File: src/rtl/chs_pkg.sv
// Shared types and constants for the chained hash pointer set.
package chs_pkg;

  localparam int KEY_W    = 64;
  localparam int CFG_W    = 9;
  localparam int COUNT_W  = 11;

  // djb2 hash
  localparam logic [KEY_W-1:0] DJB_SEED = 64'd5381;
  localparam int DJB_SHIFT  = 5;
  localparam int HASH_STEPS = 8;

  // remainder unit: bits of the hash retired per cycle
  localparam int DIV_BITS  = 4;
  localparam int DIV_STEPS = KEY_W / DIV_BITS;

  localparam logic [CFG_W-1:0] CFG_RESET = 9'd256;

  localparam logic OP_INSERT = 1'b0;
  localparam logic OP_QUERY  = 1'b1;

  localparam logic STATUS_OK   = 1'b0;
  localparam logic STATUS_FULL = 1'b1;

  typedef struct packed {
    logic             opcode;
    logic [KEY_W-1:0] key;
  } cmd_t;

  typedef struct packed {
    logic               found;
    logic               status;
    logic [COUNT_W-1:0] entry_count;
  } result_t;

endpackage

File: src/rtl/chs_bucket_unit.sv
// Shared hash and remainder unit: djb2 over the key bytes, then hash mod bucket count.
module chs_bucket_unit #(
  parameter int BW = 8
) (
  input  logic                     clk,
  input  logic                     rst,
  input  logic                     start,
  input  logic [chs_pkg::KEY_W-1:0] key,
  input  logic [chs_pkg::CFG_W-1:0] divisor,
  output logic                     done,
  output logic [BW-1:0]            bucket
);
  import chs_pkg::*;

  localparam logic [1:0] PH_IDLE = 2'd0;
  localparam logic [1:0] PH_HASH = 2'd1;
  localparam logic [1:0] PH_DIV  = 2'd2;

  localparam logic [3:0] HASH_LAST = 4'(HASH_STEPS - 1);
  localparam logic [3:0] DIV_LAST  = 4'(DIV_STEPS - 1);

  logic [1:0]       phase;
  logic [3:0]       step;
  logic [KEY_W-1:0] h;
  logic [KEY_W-1:0] kbuf;
  logic [CFG_W-1:0] dvs;
  logic [CFG_W-1:0] rem;
  logic [CFG_W-1:0] rem_next;
  logic [KEY_W-1:0] h_step;
  logic [31:0]      rem_ext;

  assign h_step = (h << DJB_SHIFT) + h + {56'd0, kbuf[7:0]};

  // DIV_BITS restoring steps per cycle, remainder stays below the divisor
  always_comb begin
    logic [CFG_W:0] r;
    r = {1'b0, rem};
    for (int i = 0; i < DIV_BITS; i++) begin
      r = {r[CFG_W-1:0], h[KEY_W-1-i]};
      if (r >= {1'b0, dvs}) begin
        r = r - {1'b0, dvs};
      end
    end
    rem_next = r[CFG_W-1:0];
  end

  always_ff @(posedge clk) begin
    if (rst) begin
      phase <= PH_IDLE;
      step  <= '0;
      done  <= 1'b0;
    end else begin
      done <= 1'b0;
      unique case (phase)
        PH_IDLE: begin
          if (start) begin
            phase <= PH_HASH;
            step  <= '0;
          end
        end
        PH_HASH: begin
          step <= step + 4'd1;
          if (step == HASH_LAST) begin
            phase <= PH_DIV;
            step  <= '0;
          end
        end
        PH_DIV: begin
          step <= step + 4'd1;
          if (step == DIV_LAST) begin
            phase <= PH_IDLE;
            done  <= 1'b1;
          end
        end
        default: phase <= PH_IDLE;
      endcase
    end
  end

  always_ff @(posedge clk) begin
    if (phase == PH_IDLE && start) begin
      h    <= DJB_SEED;
      kbuf <= key;
      dvs  <= divisor;
      rem  <= '0;
    end else if (phase == PH_HASH) begin
      h    <= h_step;
      kbuf <= kbuf >> 8;
    end else if (phase == PH_DIV) begin
      h   <= h << DIV_BITS;
      rem <= rem_next;
    end
  end

  assign rem_ext = 32'(rem);
  assign bucket  = rem_ext[BW-1:0];

endmodule
File: config.mk
export PLATFORM = sky130hd
export DESIGN_NAME = chs_bucket_unit
export DESIGN_NICKNAME = d
export VERILOG_FILES = /design/src/rtl/chs_pkg.sv /design/src/rtl/chs_bucket_unit.sv
export SDC_FILE = /design/constraint.sdc
export NUM_CORES = 1
export LEC_CHECK = 0
export ABC_AREA = 0
export CELL_PAD_IN_SITES_DETAIL_PLACEMENT = 1
export CELL_PAD_IN_SITES_GLOBAL_PLACEMENT = 1
export CORE_MARGIN = 10
export CORE_UTILIZATION = 45
export CTS_CLUSTER_DIAMETER = 40
export CTS_CLUSTER_SIZE = 24
export DETAILED_ROUTE_END_ITERATION = 8
export DONT_BUFFER_PORTS = 1
export PLACE_DENSITY_LB_ADDON = 0.1
export SYNTH_ARGS = -nofsm -noshare
export SYNTH_HDL_FRONTEND = slang
export SYNTH_SLANG_ARGS = --single-unit
export TNS_END_PERCENT = 50
File: constraint.sdc
create_clock -name clk -period 7.23 [get_ports clk]
set_input_delay 1.446 -clock clk [delete_from_list [all_inputs] [get_ports clk]]
set_output_delay 1.446 -clock clk [all_outputs]
set_load 0.01 [all_outputs]
### Word-level counts from Yosys, hierarchy flattened

Index checks and enable logic that the tools add are counted.

| cells by class | value |
|---|---|
| reduce and logical (&&, ||, !) cells | 9 |
| equality and inequality tests | 7 |
| order comparisons | 4 |
| add/subtract/negate cells | 7 |
| muxes and demuxes | 16 |
| bitwise logic cells | 2 |

Operators with widths:

| cell | number |
|---|---|
| 64-bit two-way mux | 4 |
| 64-bit adder | 1 |
| 64-bit by 8-bit adder with 64-bit output | 1 |
| 10-bit by 9-bit >= comparator with 1-bit output | 4 |
| 9-bit two-way mux | 4 |
| 9-bit subtractor | 4 |
| 4-bit one-hot mux with 3 select lines | 1 |
| 4-bit two-way mux | 2 |
| 2-bit two-way mux | 3 |
| 2-bit != test (second input constant) | 3 |
| 2-bit one-hot mux with 3 select lines | 1 |
| 4-bit by 1-bit adder with 4-bit output (second input constant) | 1 |
| 4-bit by 3-bit == test with 1-bit output (second input constant) | 1 |
| 4-bit == test (second input constant) | 1 |
| 2-bit AND reduction | 2 |
| 2-bit nonzero test | 2 |
| 3-bit AND reduction | 1 |
| 3-bit nonzero test | 1 |
| 2-bit by 1-bit == test with 1-bit output (second input constant) | 1 |
| 2-bit == test (second input constant) | 1 |
| 2-bit zero test | 1 |
| 1-bit NOT | 2 |
| 2-bit OR reduction | 1 |
| 1-bit logical AND | 1 |
| 1-bit two-way mux | 1 |

| word-level totals | value |
|---|---|
| input port bits | 76 |
| word-level logic and storage cells | 52 |
| output and inout bits | 9 |
| flip-flop bits (word level) | 153 |

### Longest topological paths before layout

Gate-level depths: netlist (run 1).

| depth | value |
|---|---|
| depth after elaboration | 8 |
| mapped depth | 39 |

### Least setup slack after synthesis (run 1)

OpenSTA, ideal clock, no wires.

| timing path | value |
|---|---|
| path type | reg-to-reg |
| start point | register dvs[1] |
| end point | register rem[0] |
| path buffers | 2 |
| path slack | -0.629 ns |
| data required time | 7.108 ns |
| stages on the path, launching flop included | 36 |
| data arrival time | 7.737 ns |
| path through | edfxtp_1 inv_1 fa_1 a211oi_2 o21ai_2 a21boi_2 o21ai_1 mux2_2 ha_1 a21oi_2 nor2b_1 or3_1 o221a_4 a2111oi_2 buf_2 mux2i_1 ha_1 a21o_1 a21oi_2 nor2_1 a2111oi_1 o21a_1 o21ai_1 a21o_1 buf_6 mux2i_1 fa_1 nand2_1 nand2_1 a21oi_1 o211ai_1 o21ai_0 o2111a_1 mux2i_1 nor4b_1 a311o_1 |

| on the way | value |
|---|---|
| cells in the longest elaborated chain, start to end | 8 |
| elaborated cells between the ends (all ways) | 11 |
| classes of those cells | 3 x add/sub; 4 x order compare; 4 x mux |

RTL lines:

| item | RTL line | text |
|---|---|---|
| from (decl) | chs_bucket_unit.sv:26 | `logic [CFG_W-1:0] dvs;` |
| from (signal assigned) | chs_bucket_unit.sv:84 | `dvs <= divisor;` |
| 9-bit subtractor or 10-bit by 9-bit >= comparator with 1-bit output (tied branches) | chs_bucket_unit.sv:41, chs_bucket_unit.sv:40 |  |
| 9-bit two-way mux | chs_bucket_unit.sv:40 | `if (r >= {1'b0, dvs}) begin` |
| 9-bit subtractor or 10-bit by 9-bit >= comparator with 1-bit output (tied branches) | chs_bucket_unit.sv:41, chs_bucket_unit.sv:40 |  |
| 9-bit two-way mux | chs_bucket_unit.sv:40 |  |
| 9-bit subtractor or 10-bit by 9-bit >= comparator with 1-bit output (tied branches) | chs_bucket_unit.sv:41, chs_bucket_unit.sv:40 |  |
| 9-bit two-way mux | chs_bucket_unit.sv:40 |  |
| 10-bit by 9-bit >= comparator with 1-bit output * | chs_bucket_unit.sv:40 |  |
| 9-bit two-way mux * | chs_bucket_unit.sv:40 |  |
| to (signal assigned) | chs_bucket_unit.sv:91 | `rem <= rem_next;` |
| to (decl) | chs_bucket_unit.sv:27 | `logic [CFG_W-1:0] rem;` |

Mark *: on every way between the ends. The rest lies on a longest branch, timed or not.
A chain may end at the register's enable or synchronous reset.

### Worst setup path in the final report (run 1)

| timing path | value |
|---|---|
| start point | register dvs[0] |
| end point | register rem[0] |

| on the way | value |
|---|---|
| cells in the longest elaborated chain, start to end | 8 |
| elaborated cells between the ends (all ways) | 12 |
| classes of those cells | 4 x add/sub; 4 x order compare; 4 x mux |

RTL lines:

| item | RTL line |
|---|---|
| 9-bit subtractor or 10-bit by 9-bit >= comparator with 1-bit output (tied branches) | chs_bucket_unit.sv:41, chs_bucket_unit.sv:40 |
| 9-bit two-way mux | chs_bucket_unit.sv:40 |
| 9-bit subtractor or 10-bit by 9-bit >= comparator with 1-bit output (tied branches) | chs_bucket_unit.sv:41, chs_bucket_unit.sv:40 |
| 9-bit two-way mux | chs_bucket_unit.sv:40 |
| 9-bit subtractor or 10-bit by 9-bit >= comparator with 1-bit output (tied branches) | chs_bucket_unit.sv:41, chs_bucket_unit.sv:40 |
| 9-bit two-way mux | chs_bucket_unit.sv:40 |
| 10-bit by 9-bit >= comparator with 1-bit output | chs_bucket_unit.sv:40 |
| 9-bit two-way mux * | chs_bucket_unit.sv:40 |

Marks and branches as above.

==> run_results.csv, run 1 <==
group,metric,value,unit
sta,post-route-worst-setup-slack,-300,ps
final_layout,multiInputGateArea,8750,um2
sta,slew_violations,0,
floorplan,core-area,27900,um2
placement,numPortBuffers,0,
setup_path,cp_max_fo,8,
setup_path,cp-end-kind,"flip-flop",
sta,tightest_slew,1160,ps
routing,antenna_left,0,
floorplan,initial_core_util,45.9,%
synthesis,synthesis.instances,1512,
sta,rsz0062_at_grt,"true",
global_routing,grt.total_usage,22.7,%
clock_tree,hold_buffers,0,
global_routing,grt_pass1_wl,66000,um
setup_path,cp_slowest_cell,"edfxtp_1",
synthesis,yosysWarnings,0,
setup_path,cp-startpoint,"dvs[0]",
sta,max_freq,133,MHz
final_layout,drive_gt1_share,14.8,%
synthesis,synthTopCellsByArea,"edfxtp_1 17%, ha_1 16%, dfxtp_1 12%, nand2_1 7.6%, a21oi_1 4.5%",
global_routing,antenna_found_initial,0,
placement,gp_congestion,0.901,
sta,post-route-min-period,7530,ps
synthesis,synth_nets,1761,
routing,vias,11600,
sta,worst_slew_margin_rel,22.3,%
routing,via_per_inst,5.85,
clock_tree,clk_latency,450,ps
final_layout,n_fill_cell,3379,
floorplan,io_pins,85,
routing,wl_per_cell,20.7,um
synthesis,synthFlopType,"dfxtp_1",
synthesis,syn_area,12800,um2
min_path,hold_path_class,"flip-flop to flip-flop",
run_status,violations,"setup timing",
clock_tree,clockRootBuffer,"clkbuf_16",
sta,hold_viol_final,0,
synthesis,synth_top_area_share,17.1,%
synthesis,async_reset_ff_share,0,%
floorplan,die_h,189,um
setup_path,startpoint_type,"flip-flop",
final_layout,syn_to_final_growth,15.6,%
setup_path,crit_required,7570,ps
synthesis,ys_seq_area_share,29.6,%
setup_path,max_stage_delay,420,ps
synthesis,synth_top_cell_by_area,"edfxtp_1",
global_routing,grt-ovfl-total,0,
setup_path,worst_ep_arrival_time,7870,ps
sta,fin_worst_skew,20.5,ps
synthesis,postSynthAreaPerCell,8.48,um2
placement,post-dp-hpwl,30000,um
synthesis,synth_edf_count,73,
routing,firstDrtPassIters,5,
final_layout,register_area,3790,um2
setup_path,reg2reg_from,"dvs[0]",
floorplan,die_w,189,um
clock_tree,cts_tree,"done",
routing,drtIter0Drc,580,
sta,setup_viol,9,
clock_tree,cts_made_buffers,17,
floorplan,fp-row-count,61,
global_routing,grt_max_degree,95,
clock_tree,clkSinkCount,153,
synthesis,synth_seq_cells,153,
clock_tree,clock_path_buffers,2,
setup_path,worstSetupPathType,"flip-flop to flip-flop",
routing,drc,0,
final_layout,n_antenna_cell,0,
synthesis,ys_types,77,
routing,drt-total-wl,40900,um
final_layout,finalNetCount,1835,
job,drv_cap,0,
clock_tree,clkTransAtPathRegs,80,ps
sta,fin_crit_sh,104,%
sta,holdWs,504,ps
clock_tree,ctsHtreeMaxLevel,4,
global_routing,grt_pass1_vias,12300,
floorplan,dieArea,35600,um2
min_path,min-delay-start,"step[1]",
run_status,status,"complete, but fails checks",
## layer usage
layer | vias up | track usage (%) | routed length [um]
li1 | 5643 | - | -
met2 | 213 | 39.0 | 20400
met3 | 54 | 3.90 | 1450
met4 | 0 | 6.44 | 742
met1 | 5652 | 28.4 | 18300
met5 | - | 0 | 0
## path summary, 6_finish.rpt
path | slack (ps) | to | cells after the start
max | -300 | rem[0] | 37
min | 500 | step[1] | 2
max reg2reg | -300 | rem[0] | 37
min reg2reg | 500 | step[1] | 2
## cells in the mapped netlist, types with 22 or more instances
cell      instances
nand2_1         260
ha_1            165
a21oi_1         114
nor2_1          103
dfxtp_1          80
o21ai_0          80
edfxtp_1         73
mux2i_1          55
inv_1            51
a21o_1           49
clkbuf_1         48
xnor2_1          40
a211oi_1         35
xor2_1           31
nand3_1          27
nand4_1          26
and3_1           22
## layout make-up
cell class                 count  share of cell area, %
multi-input combinational   1230                   59.0
sequential                   153                   25.6
timing repair buffer         132                   6.74
tap                          378                   3.19
clock buffer                  17                   2.87
inverter                      52                   1.33
clock inverter                15                   1.22
## logic make-up after synthesis
family | count (synthesis) | share of synthesized area [%]
AND/OR/NAND/NOR | 510 | 17.6
AO/OA/AOI/OAI | 408 | 20.9
adder cells (fa/ha/maj) | 173 | 17.4
flip-flops | 153 | 29.6
buffers and inverters | 129 | 4.23
XOR/XNOR | 71 | 4.85
multiplexers | 68 | 5.44
## repair_timing
action,4_1_cts,5_1_grt
endpoints found under the setup margin,9,9
setup buffers,26,8
resized for setup,24,19
pin swaps,30,10
gates cloned,1,0
endpoints found under the hold margin,0,0
## critical path: cells and delay by family, from the launching register on
| family | cells | cell delay, ps |
|---|---|---|
| adder cells (fa/ha/maj) | 5 | 1340 |
| flip-flops | 1 | 420 |
| multiplexers | 3 | 770 |
| AND/OR/NAND/NOR | 7 | 960 |
| buffers and inverters | 4 | 510 |
| AO/OA/AOI/OAI | 18 | 3420 |
## cells in the final DEF (no fill, tap or decap), types with 6 or more instances in the layout
cell type	n
inv_8	8
o211ai_1	6
o31ai_1	7
a221oi_1	6
a21boi_0	8
inv_1	49
nand2_1	258
a21oi_1	111
o21ai_1	11
clkbuf_16	17
mux2_2	10
a211oi_1	33
xor2_1	31
nand2b_1	13
xnor2_1	40
o21ai_0	71
buf_4	130
nor2b_1	18
mux2i_1	52
ha_4	8
nand4_1	26
nor3_1	11
dfxtp_1	79
ha_1	154
nor4_1	7
edfxtp_1	73
a31oi_1	18
nor2_1	102
and3_1	22
a21o_1	48
o21bai_1	14
nand3_1	26
o21ai_2	6
## stage by stage
step	cells	cell area, um2	worst slack (ps)	utilization [%]	TNS (ps)
global route	1977	14800	-652	53.0	-5280
floorplan	1512	12900	-66.2	-	-356
global placement	1910	13800	-314	49.4	-1840
detailed placement	1910	13800	-664	49.4	-4700
CTS	1969	14700	-72.9	52.6	-263
finish	1977	14800	-300	53.0	-1800
## sequential cells by signal, summed over array words and instances, names as in the netlist
| register | cells |
|---|---|
| phase | 2 |
| h | 64 |
| rem | 9 |
| kbuf | 64 |
| done | 1 |
| dvs | 9 |
| step | 4 |
Power of run 1 is left out: the tool's default activity adds up to more than one toggle a clock period on the data nets, which glitch-free logic cannot reach.
==> run 2: changes to the inputs <==
--- a/config.mk
+++ b/config.mk
@@ -8,6 +8,7 @@
 export ABC_AREA = 0
 export CELL_PAD_IN_SITES_DETAIL_PLACEMENT = 1
 export CELL_PAD_IN_SITES_GLOBAL_PLACEMENT = 1
+export CORE_ASPECT_RATIO = 0.5
 export CORE_MARGIN = 10
 export CORE_UTILIZATION = 45
 export CTS_CLUSTER_DIAMETER = 40
==> run 2 against run 1 <==
Effect of this change: the run still ends with setup timing left; count of clock-buffer cells in the layout unchanged; sequential share of layout area down 0.33 points; critical endpoint is now rem[5]; fmax down 2.4%.
==> run_results.csv, run 2 (synthesized netlist as in run 1, its figures left out) <==
group,metric,value,unit
setup_path,cp_top_family,"compound AO/OA/AOI/OAI gates",
routing,drt-total-wl,42500,um
setup_path,worst_ep_arrival_time,8030,ps
sta,setup_viol,9,
setup_path,crit_path_frequent_cell,"ha_4",
setup_path,max_stage_delay,380,ps
floorplan,fp-row-count,43,
job,drv_cap,0,
clock_tree,hold_buffers,0,
global_routing,grt-ovfl-total,0,
setup_path,crit_required,7550,ps
routing,drc,0,
routing,vias,11800,
floorplan,initial_core_util,46.0,%
final_layout,multiInputGateArea,8780,um2
clock_tree,cts_made_buffers,17,
routing,via_per_inst,5.89,
global_routing,antenna_found_initial,0,
routing,top_layer_used,"met4",
sta,holdWs,510,ps
setup_path,cp-startpoint,"dvs[0]",
sta,fin_worst_skew,26.0,ps
floorplan,io_pins,85,
routing,wl_met3,1700,um
sta,worst_slew_margin_rel,37.5,%
run_status,violations,"setup timing",
setup_path,worstSetupPathType,"flip-flop to flip-flop",
clock_tree,cts_tree,"done",
sta,max_freq,130,MHz
routing,wl_per_cell,21.3,um
sta,slew_violations,0,
final_layout,n_antenna_cell,0,
clock_tree,clk_latency,480,ps
final_layout,n_fill_cell,3289,
setup_path,reg2reg_from,"dvs[0]",
sta,rsz0062_at_grt,"true",
floorplan,die_h,139,um
setup_path,path_buf_inv,5,
routing,antenna_left,0,
min_path,hold_path_class,"flip-flop to flip-flop",
run_status,status,"complete, but fails checks",
sta,post-route-min-period,7710,ps
global_routing,grt_pass1_vias,12400,
setup_path,cp-end-kind,"flip-flop",
placement,post-dp-hpwl,31900,um
sta,tightest_slew,938,ps
setup_path,cp_slowest_cell,"edfxtp_1",
final_layout,largestRegisters,"h (64), kbuf (64)",
setup_path,cp_max_fo,8,
global_routing,grt_max_degree,94,
min_path,min-delay-start,"step[1]",
routing,wl_met1,19100,um
clock_tree,clkSinkCount,153,
routing,wl_met2,20800,um
final_layout,drive_gt1_share,15.9,%
final_layout,fin_util,53.8,%
clock_tree,clock_path_buffers,2,
routing,drtIter0Drc,636,
setup_path,startpoint_type,"flip-flop",
sta,setup_tns,-3640,ps
global_routing,grt_pass1_wl,67600,um
sta,hold_viol_final,0,
final_layout,finalNetCount,1850,
floorplan,core-area,27900,um2
final_layout,final_common_cell,"nand2_1",
floorplan,die_w,259,um
placement,gp_congestion,0.894,
sta,fin_crit_sh,107,%
final_layout,register_area,3790,um2
sta,post-route-worst-setup-slack,-481,ps
global_routing,grt.total_usage,23.1,%
clock_tree,clockRootBuffer,"clkbuf_16",
routing,firstDrtPassIters,5,
final_layout,mostFrequentLayoutCells,"258 x nand2_1, 152 x ha_1, 144 x buf_4",
clock_tree,ctsHtreeMaxLevel,4,
placement,numPortBuffers,0,
final_layout,syn_to_final_growth,17.1,%
floorplan,dieArea,36000,um2
clock_tree,clkTransAtPathRegs,80,ps
-- run 2: path summary, 6_finish.rpt --
path              to  slack [ps]  cells after the start
min          step[1]         510                      2
min reg2reg  step[1]         510                      2
max           rem[5]        -480                     36
max reg2reg   rem[5]        -480                     36
-- run 2: metal layers --
metal,track usage (%),up-vias
li1,-,5676
met1,28.8,5797
met2,40.5,221
met3,3.54,58
met4,6.83,0
met5,0,-
-- run 2: repair_timing --
action                     in CTS  in global routing
cloned                          0                  0
setup endpoints to repair       9                  9
setup buffers                  17                 10
gates resized for setup        18                 24
pin swaps                      20                 19
-- run 2: cell type report --
type / instances / share of cell area (%)
clock buffer: 17 / 2.84
inverter: 52 / 1.31
clock inverter: 15 / 1.34
multi-input combinational: 1230 / 58.5
sequential: 153 / 25.3
tap: 382 / 3.19
timing repair buffer: 147 / 7.55
-- run 2: worst reg2reg max path: cells and delay by family (launching register included) --
| family | cells | cell delay [ps] |
|---|---|---|
| AND/OR/NAND/NOR | 5 | 720 |
| AO/OA/AOI/OAI | 16 | 3260 |
| flip-flops | 1 | 380 |
| buffers and inverters | 5 | 680 |
| multiplexers | 5 | 1270 |
| adder cells (fa/ha/maj) | 5 | 1270 |
-- run 2: stage by stage --
step / instance area [um2] / instances / setup WS [ps]
finish: 15000 / 1996 / -481
floorplan: 12900 / 1512 / -66.2
detailed placement: 14000 / 1937 / -515
global placement: 14000 / 1937 / -206
global route: 15000 / 1996 / -863
CTS: 14800 / 1986 / -59.9
Power of run 2 is left out for the same reason.
